<file path="config.mk">
export PLATFORM = sky130hd
export DESIGN_NAME = dual_axis_half_step_driver_top_flat
export DESIGN_NICKNAME = d
export VERILOG_FILES = /design/src/design/dahsd_pkg.sv /design/src/design/dahsd_cmd_if.sv /design/src/design/dahsd_res_if.sv /design/src/design/dual_axis_half_step_driver_top.sv /design/src/design/dahsd_div.sv /design/src/flat_wrapper.sv
export SDC_FILE = /design/constraint.sdc
export NUM_CORES = 1
export LEC_CHECK = 0
export BUFFER_PORTS_ARGS = -buffer_cell sky130_fd_sc_hd__buf_4
export CAP_MARGIN = 0
export CELL_PAD_IN_SITES_DETAIL_PLACEMENT = 1
export CELL_PAD_IN_SITES_GLOBAL_PLACEMENT = 1
export CORE_ASPECT_RATIO = 0.75
export CORE_MARGIN = 2
export CORE_UTILIZATION = 48
export DETAILED_ROUTE_END_ITERATION = 10
export GPL_TIMING_DRIVEN = 0
export MAX_ROUTING_LAYER = met4
export PLACE_DENSITY = 0.91
export SYNTH_ARGS = -nofsm -noshare
export SYNTH_HDL_FRONTEND = slang
export SYNTH_SLANG_ARGS = --single-unit
</file>
<file path="constraint.sdc">
create_clock -name clk -period 3.1 [get_ports clk]
set_clock_uncertainty 0.15 [all_clocks]
set_input_delay 0.62 -clock clk [delete_from_list [all_inputs] [get_ports clk]]
set_output_delay 0.62 -clock clk [all_outputs]
set_load 0.03 [all_outputs]
</file>
<file path="src/design/dahsd_pkg.sv">
`timescale 1ns / 1ps

package dahsd_pkg;

	localparam int AMOUNT_BITS = 17;
	localparam int PERIOD_BITS = 8;
	localparam int PHASE_BITS  = 3;
	localparam int COIL_BITS   = 4;

	typedef logic [2:0] mode_t;

	localparam mode_t MODE_H_NEG   = 3'd0;
	localparam mode_t MODE_H_POS   = 3'd1;
	localparam mode_t MODE_V_NEG   = 3'd2;
	localparam mode_t MODE_V_POS   = 3'd3;
	localparam mode_t MODE_STOPPED = 3'd4;

	localparam logic ACT_MOVE = 1'b0;
	localparam logic ACT_TICK = 1'b1;

	localparam logic REG_H_PERIOD = 1'b0;
	localparam logic REG_V_PERIOD = 1'b1;

	localparam logic [PERIOD_BITS-1:0] H_PERIOD_RESET = 8'd15;
	localparam logic [PERIOD_BITS-1:0] V_PERIOD_RESET = 8'd22;
	localparam logic [PERIOD_BITS-1:0] PERIOD_IN_USE_RESET = 8'd10;

	typedef logic [AMOUNT_BITS-1:0] mag_t;
	typedef logic [PERIOD_BITS-1:0] period_t;
	typedef logic [PHASE_BITS-1:0] phase_t;
	typedef logic [COIL_BITS-1:0] coils_t;

	// Half-step pattern: single coil and coil pairs in turn.
	function automatic coils_t coil_pattern(input phase_t ph);
		coils_t pat;
		unique case (ph)
			3'd0: pat = 4'h1;
			3'd1: pat = 4'h3;
			3'd2: pat = 4'h2;
			3'd3: pat = 4'h6;
			3'd4: pat = 4'h4;
			3'd5: pat = 4'hC;
			3'd6: pat = 4'h8;
			default: pat = 4'h9;
		endcase
		return pat;
	endfunction

endpackage

</file>
<file path="src/design/dahsd_cmd_if.sv">
`timescale 1ns / 1ps

interface dahsd_cmd_if;
	logic                                       valid;
	logic                                       ready;
	logic                                       action;
	logic                                       axis;
	logic signed [dahsd_pkg::AMOUNT_BITS-1:0]   amount;

	modport source (output valid, action, axis, amount, input ready);
	modport sink (input valid, action, axis, amount, output ready);
endinterface

</file>
<file path="src/design/dahsd_res_if.sv">
`timescale 1ns / 1ps

interface dahsd_res_if;
	logic                                 valid;
	logic                                 ready;
	logic [dahsd_pkg::COIL_BITS-1:0]      coils;
	logic                                 h_enable;
	logic                                 v_enable;
	logic                                 running;

	modport source (output valid, coils, h_enable, v_enable, running, input ready);
	modport sink (input valid, coils, h_enable, v_enable, running, output ready);
endinterface

</file>
<file path="src/design/dual_axis_half_step_driver_top.sv">
// Two stepper axes sharing four coil lines, one axis enabled at a time.
// Channel cmd carries words of action, axis and amount: a move command
// (action 0) or a one millisecond tick (action 1). Channel res returns one
// word per accepted cmd word: coil lines, both enables and a running flag,
// showing the state after that word.
// A tick goes to S_PUT and then to the output register; cmd is ready again
// in the cycle in which its answer appears. A move command runs a bit-serial
// divide of the duration by the axis period, one quotient bit per cycle,
// and its answer then passes through S_PUT to the output register. cmd is
// low on ready while a word is in work. The period registers are written
// through cfg_we, cfg_index and cfg_data, index 0 horizontal and index 1
// vertical; the user must write them only while the block is idle, which
// the block itself does not enforce. Reset stops both axes, drops coils and
// enables and loads periods 15 and 22. If res is stalled, the answer waits
// in its output register; one more word is accepted and then waits in S_PUT.
`timescale 1ns / 1ps

module dual_axis_half_step_driver_top #(
	parameter int COUNT_BITS = 16
) (
	input  logic                              clk,
	input  logic                              arst_n,
	dahsd_cmd_if.sink                         cmd,
	dahsd_res_if.source                       res,
	input  logic                              cfg_we,
	input  logic                              cfg_index,
	input  logic [dahsd_pkg::PERIOD_BITS-1:0] cfg_data
);
	import dahsd_pkg::*;

	typedef enum logic [2:0] {
		S_IDLE = 3'b001,
		S_DIV  = 3'b010,
		S_PUT  = 3'b100
	} state_t;

	state_t                 state_q;
	period_t                h_period_q;
	period_t                v_period_q;
	mode_t                  mode_q;
	phase_t                 phase_q;
	logic [COUNT_BITS-1:0]  steps_q;
	period_t                period_q;
	period_t                cd_q;
	coils_t                 coils_q;
	logic [1:0]             enables_q;

	logic                   axis_q;
	logic                   neg_q;
	logic                   zero_q;
	period_t                per_q;

	logic                   res_valid_q;
	coils_t                 res_coils_q;
	logic                   res_h_q;
	logic                   res_v_q;
	logic                   res_run_q;

	logic                   accept;
	logic                   div_start;
	logic                   div_done;
	mag_t                   div_quo;
	mag_t                   mag;
	period_t                per_sel;
	logic [COUNT_BITS-1:0]  cnt;
	logic [COUNT_BITS-1:0]  steps_dec;
	phase_t                 phase_nxt;
	mode_t                  new_mode;
	logic                   out_free;

	assign cmd.ready = (state_q == S_IDLE);
	assign accept    = cmd.valid && cmd.ready;
	assign div_start = accept && (cmd.action == ACT_MOVE);
	assign out_free  = !res_valid_q || res.ready;

	// Two's complement magnitude; the most negative pattern gives 65536.
	assign mag     = cmd.amount[AMOUNT_BITS-1] ? (mag_t'(0) - mag_t'(cmd.amount))
	                                           : mag_t'(cmd.amount);
	assign per_sel = cmd.axis ? v_period_q : h_period_q;

	dahsd_div u_div (
		.clk      (clk),
		.arst_n   (arst_n),
		.start    (div_start),
		.dividend (mag),
		.divisor  ((per_sel == '0) ? PERIOD_BITS'(1) : per_sel),
		.done     (div_done),
		.quotient (div_quo)
	);

	generate
		if (COUNT_BITS < AMOUNT_BITS) begin : g_sat
			assign cnt = (|div_quo[AMOUNT_BITS-1:COUNT_BITS]) ? '1
			                                                  : div_quo[COUNT_BITS-1:0];
		end else begin : g_nosat
			assign cnt = COUNT_BITS'(div_quo);
		end
	endgenerate

	assign steps_dec = steps_q - COUNT_BITS'(1);
	assign phase_nxt = mode_q[0] ? (phase_q - PHASE_BITS'(1)) : (phase_q + PHASE_BITS'(1));
	assign new_mode  = zero_q ? MODE_STOPPED : {1'b0, axis_q, !neg_q};

	always_ff @(posedge clk or negedge arst_n) begin
		if (!arst_n) begin
			h_period_q <= H_PERIOD_RESET;
			v_period_q <= V_PERIOD_RESET;
		end else if (cfg_we) begin
			unique case (cfg_index)
				REG_H_PERIOD: h_period_q <= cfg_data;
				REG_V_PERIOD: v_period_q <= cfg_data;
				default: ;
			endcase
		end
	end

	always_ff @(posedge clk or negedge arst_n) begin
		if (!arst_n) begin
			state_q   <= S_IDLE;
			mode_q    <= MODE_STOPPED;
			phase_q   <= '0;
			steps_q   <= '0;
			period_q  <= PERIOD_IN_USE_RESET;
			cd_q      <= '0;
			coils_q   <= '0;
			enables_q <= '0;
		end else begin
			unique case (state_q)
				S_IDLE: begin
					if (accept && cmd.action == ACT_TICK) begin
						state_q <= S_PUT;
						if (steps_q != '0) begin
							if (cd_q == '0) begin
								steps_q <= steps_dec;
								cd_q    <= period_q - PERIOD_BITS'(1);
								if (steps_dec == '0 || mode_q == MODE_STOPPED) begin
									mode_q    <= MODE_STOPPED;
									coils_q   <= '0;
									enables_q <= '0;
								end else begin
									phase_q <= phase_nxt;
									coils_q <= coil_pattern(phase_nxt);
								end
							end else begin
								cd_q <= cd_q - PERIOD_BITS'(1);
							end
						end
					end else if (accept) begin
						state_q <= S_DIV;
					end
				end
				S_DIV: begin
					if (div_done) begin
						state_q  <= S_PUT;
						period_q <= per_q;
						if (new_mode != mode_q) begin
							mode_q    <= new_mode;
							enables_q <= (new_mode == MODE_STOPPED) ? 2'b00
							           : (axis_q ? 2'b10 : 2'b01);
						end
						steps_q <= cnt;
						if (steps_q == '0 && cnt != '0) begin
							cd_q <= '0;
						end
					end
				end
				S_PUT: begin
					if (out_free) begin
						state_q <= S_IDLE;
					end
				end
				default: state_q <= S_IDLE;
			endcase
		end
	end

	// Command fields held for the end of the divide.
	always_ff @(posedge clk) begin
		if (div_start) begin
			axis_q <= cmd.axis;
			neg_q  <= cmd.amount[AMOUNT_BITS-1];
			zero_q <= (cmd.amount == '0);
			per_q  <= (per_sel == '0) ? PERIOD_BITS'(1) : per_sel;
		end
	end

	always_ff @(posedge clk or negedge arst_n) begin
		if (!arst_n) begin
			res_valid_q <= 1'b0;
		end else if (state_q == S_PUT && out_free) begin
			res_valid_q <= 1'b1;
		end else if (res.ready) begin
			res_valid_q <= 1'b0;
		end
	end

	always_ff @(posedge clk) begin
		if (state_q == S_PUT && out_free) begin
			res_coils_q <= coils_q;
			res_h_q     <= enables_q[0];
			res_v_q     <= enables_q[1];
			res_run_q   <= (steps_q != '0);
		end
	end

	assign res.valid    = res_valid_q;
	assign res.coils    = res_coils_q;
	assign res.h_enable = res_h_q;
	assign res.v_enable = res_v_q;
	assign res.running  = res_run_q;

endmodule

</file>
<file path="src/design/dahsd_div.sv">
`timescale 1ns / 1ps

// Restoring divider, one quotient bit per cycle.
module dahsd_div (
	input  logic                              clk,
	input  logic                              arst_n,
	input  logic                              start,
	input  logic [dahsd_pkg::AMOUNT_BITS-1:0] dividend,
	input  logic [dahsd_pkg::PERIOD_BITS-1:0] divisor,
	output logic                              done,
	output logic [dahsd_pkg::AMOUNT_BITS-1:0] quotient
);
	import dahsd_pkg::*;

	localparam int CNT_BITS = $clog2(AMOUNT_BITS + 1);

	logic [CNT_BITS-1:0]    cnt_q;
	logic                   done_q;
	period_t                rem_q;
	period_t                div_q;
	mag_t                   quo_q;
	logic [PERIOD_BITS:0]   trial;
	logic                   fits;

	assign trial = {rem_q, quo_q[AMOUNT_BITS-1]};
	assign fits  = trial >= {1'b0, div_q};

	always_ff @(posedge clk or negedge arst_n) begin
		if (!arst_n) begin
			cnt_q  <= '0;
			done_q <= 1'b0;
		end else begin
			done_q <= 1'b0;
			if (start) begin
				cnt_q <= CNT_BITS'(AMOUNT_BITS);
			end else if (cnt_q != '0) begin
				cnt_q <= cnt_q - CNT_BITS'(1);
				if (cnt_q == CNT_BITS'(1)) begin
					done_q <= 1'b1;
				end
			end
		end
	end

	always_ff @(posedge clk) begin
		if (start) begin
			rem_q <= '0;
			div_q <= divisor;
			quo_q <= dividend;
		end else if (cnt_q != '0) begin
			// The remainder stays below the divisor, so it fits the period width.
			rem_q <= fits ? PERIOD_BITS'(trial - {1'b0, div_q}) : PERIOD_BITS'(trial);
			quo_q <= {quo_q[AMOUNT_BITS-2:0], fits};
		end
	end

	assign done     = done_q;
	assign quotient = quo_q;

endmodule

</file>
<file path="src/flat_wrapper.sv">
// flat-port wrapper written by rule: the top's interface ports become plain ports
module dual_axis_half_step_driver_top_flat import dahsd_pkg::*;
#(
	parameter int COUNT_BITS = 16
)
  (clk, arst_n, cfg_we, cfg_index, cfg_data, cmd_valid, cmd_action, cmd_axis, cmd_amount, cmd_ready, res_valid, res_coils, res_h_enable, res_v_enable, res_running, res_ready);
  dahsd_cmd_if cmd_i ();
  dahsd_res_if res_i ();
  input  logic clk;
  input  logic arst_n;
  input  logic cfg_we;
  input  logic cfg_index;
  input  logic [dahsd_pkg::PERIOD_BITS-1:0] cfg_data;
  input wire logic [$bits(cmd_i.valid)-1:0] cmd_valid;
  input wire logic [$bits(cmd_i.action)-1:0] cmd_action;
  input wire logic [$bits(cmd_i.axis)-1:0] cmd_axis;
  input wire logic [$bits(cmd_i.amount)-1:0] cmd_amount;
  output wire logic [$bits(cmd_i.ready)-1:0] cmd_ready;
  output wire logic [$bits(res_i.valid)-1:0] res_valid;
  output wire logic [$bits(res_i.coils)-1:0] res_coils;
  output wire logic [$bits(res_i.h_enable)-1:0] res_h_enable;
  output wire logic [$bits(res_i.v_enable)-1:0] res_v_enable;
  output wire logic [$bits(res_i.running)-1:0] res_running;
  input wire logic [$bits(res_i.ready)-1:0] res_ready;
  assign cmd_i.valid = cmd_valid;
  assign cmd_i.action = cmd_action;
  assign cmd_i.axis = cmd_axis;
  assign cmd_i.amount = cmd_amount;
  assign cmd_ready = cmd_i.ready;
  assign res_valid = res_i.valid;
  assign res_coils = res_i.coils;
  assign res_h_enable = res_i.h_enable;
  assign res_v_enable = res_i.v_enable;
  assign res_running = res_i.running;
  assign res_i.ready = res_ready;
  dual_axis_half_step_driver_top #(.COUNT_BITS(COUNT_BITS)) u_core (.clk(clk), .arst_n(arst_n), .cmd(cmd_i), .res(res_i), .cfg_we(cfg_we), .cfg_index(cfg_index), .cfg_data(cfg_data));
endmodule
</file>
# ---- Yosys cells after proc, flatten, opt, wreduce, memory -nomap -nowiden
# Index checks and enable logic that the tools add are counted.
dict set report totals {
  register_bits 113
  latchBits 0
  ramBits 0
  rom_bits 0
  in_bits 33
  output_inout_bits 9
  wordCells 136
  mem_count 0
}
dict set report op_classes {
  n_addsub 8
  multipliers 0
  div_mod_pow 0
  order_cmp 1
  eq_ne 22
  n_shift 0
  muxes 49
  bitwise_logic 3
  reduce_logical 30
}
# op n
set op_table {}
lappend op_table {{16-bit two-way mux} 5}
lappend op_table {{8-bit two-way mux} 7}
lappend op_table {{17-bit two-way mux} 3}
lappend op_table {{3-bit two-way mux} 12}
lappend op_table {{16-bit logical NOT} 2}
lappend op_table {{16-bit case mux with 2 select lines} 1}
lappend op_table {{16-bit nonzero test} 2}
lappend op_table {{4-bit case mux with 7 select lines} 1}
lappend op_table {{3-bit equality test (second input constant)} 6}
lappend op_table {{17-bit logical NOT} 1}
lappend op_table {{1-bit by 17-bit subtractor with 17-bit output (first input constant)} 1}
lappend op_table {{8-bit logical NOT} 2}
lappend op_table {{2-bit two-way mux} 8}
lappend op_table {{8-bit case mux with 2 select lines} 1}
lappend op_table {{16-bit by 1-bit subtractor with 16-bit output (second input constant)} 1}
lappend op_table {{8-bit by 1-bit subtractor with 8-bit output (second input constant)} 2}
lappend op_table {{5-bit AND reduction} 3}
lappend op_table {{5-bit two-way mux} 2}
lappend op_table {{2-bit != test (second input constant)} 5}
lappend op_table {{3-bit by 2-bit equality test with 1-bit output (second input constant)} 3}
lappend op_table {{9-bit by 8-bit greater-or-equal comparator with 1-bit output} 1}
lappend op_table {{3-bit case mux with 3 select lines} 1}
lappend op_table {{8-bit subtractor} 1}
lappend op_table {{7-bit AND reduction} 1}
lappend op_table {{22 further kinds} 41}

# ---- Depth between registers and ports, before layout
dict set report depth {
  depth_word 8
  mapped_depth 11
  ltp_nobuf 10
}

# ---- Cells and area by module
# From an unflattened synthesis, not the netlist that was laid out.
dict set report hier_totals {
  hier_cells 642
  area_unflattened_um2 6845.3
}
# mod instances cells_each area_each_um2 seq_area_each_um2
set modules_own_cells {}
lappend modules_own_cells {dual_axis_half_step_driver_top 1 461 4689.5 2155.8}
lappend modules_own_cells {dahsd_div 1 181 2155.8 1061.0}

# ---- Worst setup path after synthesis
# OpenSTA, ideal clock, no wires.
dict set report synth_path {
  path_type {register -> register}
  start {register u_core.steps_q[0]}
  end {register u_core.phase_q[2]}
  setup_ns 0.125
  arrival_time_ns 2.403
  required_ns 2.825
  path_slack_ns 0.422
  path_stages_with_launch 12
  n_path_buf 2
  synth_period_minus_slack_ns 2.678
  cell_sequence {dfrtp_1 inv_1 ha_1 or3b_1 buf_2 nand2_1 a311oi_1 a31oi_1 nor3_1 or3_1 buf_6 mux2_4}
}
dict set report synth_via {
  elab_chain_len 5
  elab_cells_between_ends 6
  cone_classes {add/sub (1); bitwise (1); reduce/logical (4)}
}
# element line_no
set synth_lines {}
lappend synth_lines {{start, declared} dual_axis_half_step_driver_top.sv:42} ;# logic [COUNT_BITS-1:0] steps_q;
lappend synth_lines {{start signal, assigned} dual_axis_half_step_driver_top.sv:134} ;# steps_q <= steps_dec;
lappend synth_lines {{start signal, assigned} dual_axis_half_step_driver_top.sv:161} ;# steps_q <= cnt;
lappend synth_lines {{16-bit by 1-bit subtractor with 16-bit output} dual_axis_half_step_driver_top.sv:100} ;# assign steps_dec = steps_q - COUNT_BITS'(1);
lappend synth_lines {{16-bit logical NOT} dual_axis_half_step_driver_top.sv:136} ;# if (steps_dec == '0 || mode_q == MODE_STOPPED) begin
lappend synth_lines {{1-bit logical OR} dual_axis_half_step_driver_top.sv:136}
lappend synth_lines {{1-bit inverter (no source line)} -}
lappend synth_lines {{5-bit AND reduction (no source line) *} -}
lappend synth_lines {{end signal, assigned} dual_axis_half_step_driver_top.sv:141} ;# phase_q <= phase_nxt;
lappend synth_lines {{end, declared} dual_axis_half_step_driver_top.sv:41} ;# phase_t phase_q;
# Mark *: on every way between the ends. The rest lies on a longest branch, timed or not.
# A chain may end at the register's enable or synchronous reset.

# ---- Worst setup path after layout
# Same ends and word-level chain as after synthesis.

==> impl_metrics.tcl <==
set metrics [dict create \
    layout-drive-gt1-share 0.203 \
    synth_area_um2 6330 \
    hold_buffers 0 \
    dp_hpwl_um 13100 \
    synth_top_area_cell "dfrtp_1" \
    coreArea_um2 12900 \
    grt_usage 0.290 \
    place_inst 872 \
    grt_max_degree 71 \
    netlist-cell-type-count 70 \
    routedWlPerCell_um 20.7 \
    critPathRequiredTime_ns 3.26 \
    vias 5475 \
    syn_nets 715 \
    final_hold_viol_count 0 \
    crit_path_start_kind "flip-flop" \
    drcViolationCount 0 \
    antenna_found_initial 0 \
    synth_flop_cell "dfrtp_1" \
    die_h_um 103 \
    routed_wirelength_um 18800 \
    antenna_cells 0 \
    ys_seq_elements 113 \
    met1_usage 0.358 \
    initial_core_util 0.490 \
    drv_cap 0 \
    cts.sinks 113 \
    ir_drop_uv 567 \
    cp-end-kind "flip-flop" \
    final_max_slew_viol_count 0 \
    syn_inst 660 \
    clockBufferDepth 2 \
    dieArea_um2 14100 \
    seq_area_frac_synth 0.470 \
    hold_path_class "primary input to asynchronous set/reset pin" \
    avgViaCountPerCell 6.02 \
    fmax_mhz 331 \
    ios 42 \
    htree_num_levels 4 \
    powerDensity_nw_per_um2 994 \
    final_util 0.581 \
    syn_area_per_cell_um2 9.60 \
    power_leakage_uw 0.00322 \
    path_class "flip-flop to flip-flop" \
    dieWidth_um 137 \
    grt_util_met3 0.0531 \
    io_buffers 41 \
    ant_nets 0 \
    setup_viol 0 \
    stdcell_count 909 \
    r2r_slack_ns 0.08 \
    ys_top_cells_by_area "dfrtp_1 (23%), edfxtp_1 (17%), o21ai_0 (5.4%)" \
    most-common-layout-cells "nand2_1 (81), o21ai_0 (68), dfrtp_1 (57), nor2_1 (49), buf_4 (47)" \
    post-route-min-period_ns 3.02 \
    fill_cells 1453 \
    drtIter0Drc 440 \
    status "finished, final reports clean" \
    final_common_cell "nand2_1" \
    grt_busiest_layer "met2" \
    layout.nets 780 \
    synth-async-reset-ratio 0.619 \
    synth_edf_count 35 \
    final_area_um2 7510 \
    gr-total-overflow 0 \
    cp.arrival_ns 3.17 \
    final.period_utilization 0.973 \
    tightest_slew_ns 0.946 \
    cts_tree "yes" \
    grt_pass1_wl_um 30100 \
    syn2layout_area_growth_pct 18.6 \
    clockRootBuffer "clkbuf_16" \
    synth_top_area_share 0.233 \
    fp-row-count 36 \
    finalSetupTns_ns 0 \
    cp_max_fo 8 \
    firstDrtPassIters 5 \
    placed_area_um2 6860 \
    max_slew_margin 0.353 \
    worstSkewPairLatency_ns 0.43 \
    place.gp.congestion 0.910 \
    cts_buffers 17 \
    clk_pin_slew_ns 0.06 \
    first_global_vias 5893 \
    yosysWarnings 0 \
    grtUsageMet2 0.477 \
]
sequential cells by signal, summed over array words and instances (netlist names), 2 cells and up:
signal,count
u_core.v_period_q,8
u_core.cd_q,8
u_core.h_period_q,8
u_core.u_div.rem_q,8
u_core.enables_q,2
u_core.phase_q,3
u_core.coils_q,4
u_core.u_div.quotient,17
u_core.state_q,3
u_core.per_q,8
u_core.period_q,8
u_core.u_div.cnt_q,5
u_core.res.coils,4
u_core.steps_q,16
u_core.mode_q,3
power breakdown:
group | switching [µW] | internal (µW) | total, µW
registers | 554 | 2140 | 2700
logic | 1750 | 1180 | 2930
clock network | 728 | 1110 | 1840
total | 3030 | 4440 | 7470
path summary, 6_finish.rpt:
path                                                 endpoint                           from  cells past startpoint
worst min register to register  u_core.res.coils[3]$_DFFE_PP_  u_core.coils_q[3]$_DFFE_PN0P_                      0
max in group asynchronous       u_core.steps_q[0]$_DFFE_PN0P_                         arst_n                      1
min in group clk                      u_core.axis_q$_DFFE_PP_                       cmd_axis                      1
worst min-delay path            u_core.coils_q[1]$_DFFE_PN0P_                         arst_n                      1
worst max-delay path            u_core.phase_q[2]$_DFFE_PN0P_  u_core.steps_q[0]$_DFFE_PN0P_                     11
worst max register to register  u_core.phase_q[2]$_DFFE_PN0P_  u_core.steps_q[0]$_DFFE_PN0P_                     11
layer usage:
metal	up-vias	wire length, µm
li1	2516	-
met1	2768	8160
met2	153	9350
met4	0	410
met3	38	868
met5	-	0
area by class of cell:
class	count	area, µm²	share of cell area
buffer	25	120	0.0160
sequential	113	2980	0.396
multi-input combinational	492	3170	0.422
clock inverter	12	80.1	0.0107
clock buffer	20	479	0.0638
timing repair buffer	47	353	0.0470
inverter	29	116	0.0155
tap	171	214	0.0285
metrics by stage:
step           worst slack [ns]  power, µW  hold WS (ns)
6_report                 0.0829       7470         0.168
5_1_grt                 -0.0171       7950         0.240
4_1_cts                 0.00754       7380         0.225
3_5_place_dp             -0.362       5430         0.284
3_3_place_gp             -0.208       5150         0.282
2_1_floorplan             0.422       4540         0.174
worst max-delay path: stages (launching register included):
cell,delay [ns]
dfrtp_2,0.48
inv_1,0.16
ha_4,0.18
or3b_1,0.34
buf_2,0.17
nand4b_1,0.11
nand2_1,0.09
a31oi_1,0.28
nor3_2,0.11
or3_1,0.37
buf_6,0.15
mux2_4,0.29
synth_stat cells, drive strengths merged, types with 7 or more instances:
| master | instances |
|---|---|
| ha | 20 |
| a21oi | 32 |
| xor2 | 10 |
| xnor2 | 12 |
| dfstp | 11 |
| o21ai | 81 |
| or3 | 10 |
| nor2b | 8 |
| nor3 | 23 |
| dfrtp | 59 |
| clkbuf | 22 |
| nor4 | 10 |
| nor2 | 49 |
| inv | 29 |
| dfxtp | 8 |
| mux2i | 11 |
| o31ai | 7 |
| nand2 | 84 |
| nand3 | 16 |
| mux2 | 26 |
| edfxtp | 35 |
cell families after synthesis:
logic type	share of synthesized area
compound gates	0.162
flops	0.470
buf+inv	0.0354
xor+xnor	0.0304
simple gates	0.192
fa+ha+maj	0.0458
mux	0.0642
repair_timing:
item / 4_1_cts / 5_1_grt
buffers inserted: 1 / 5
resized for setup: 7 / 14
pin swaps: 0 / 0
setup endpoints to repair: 48 / 35
cloned: 0 / 0
Note: power is estimated with default switching activity, not from simulation.
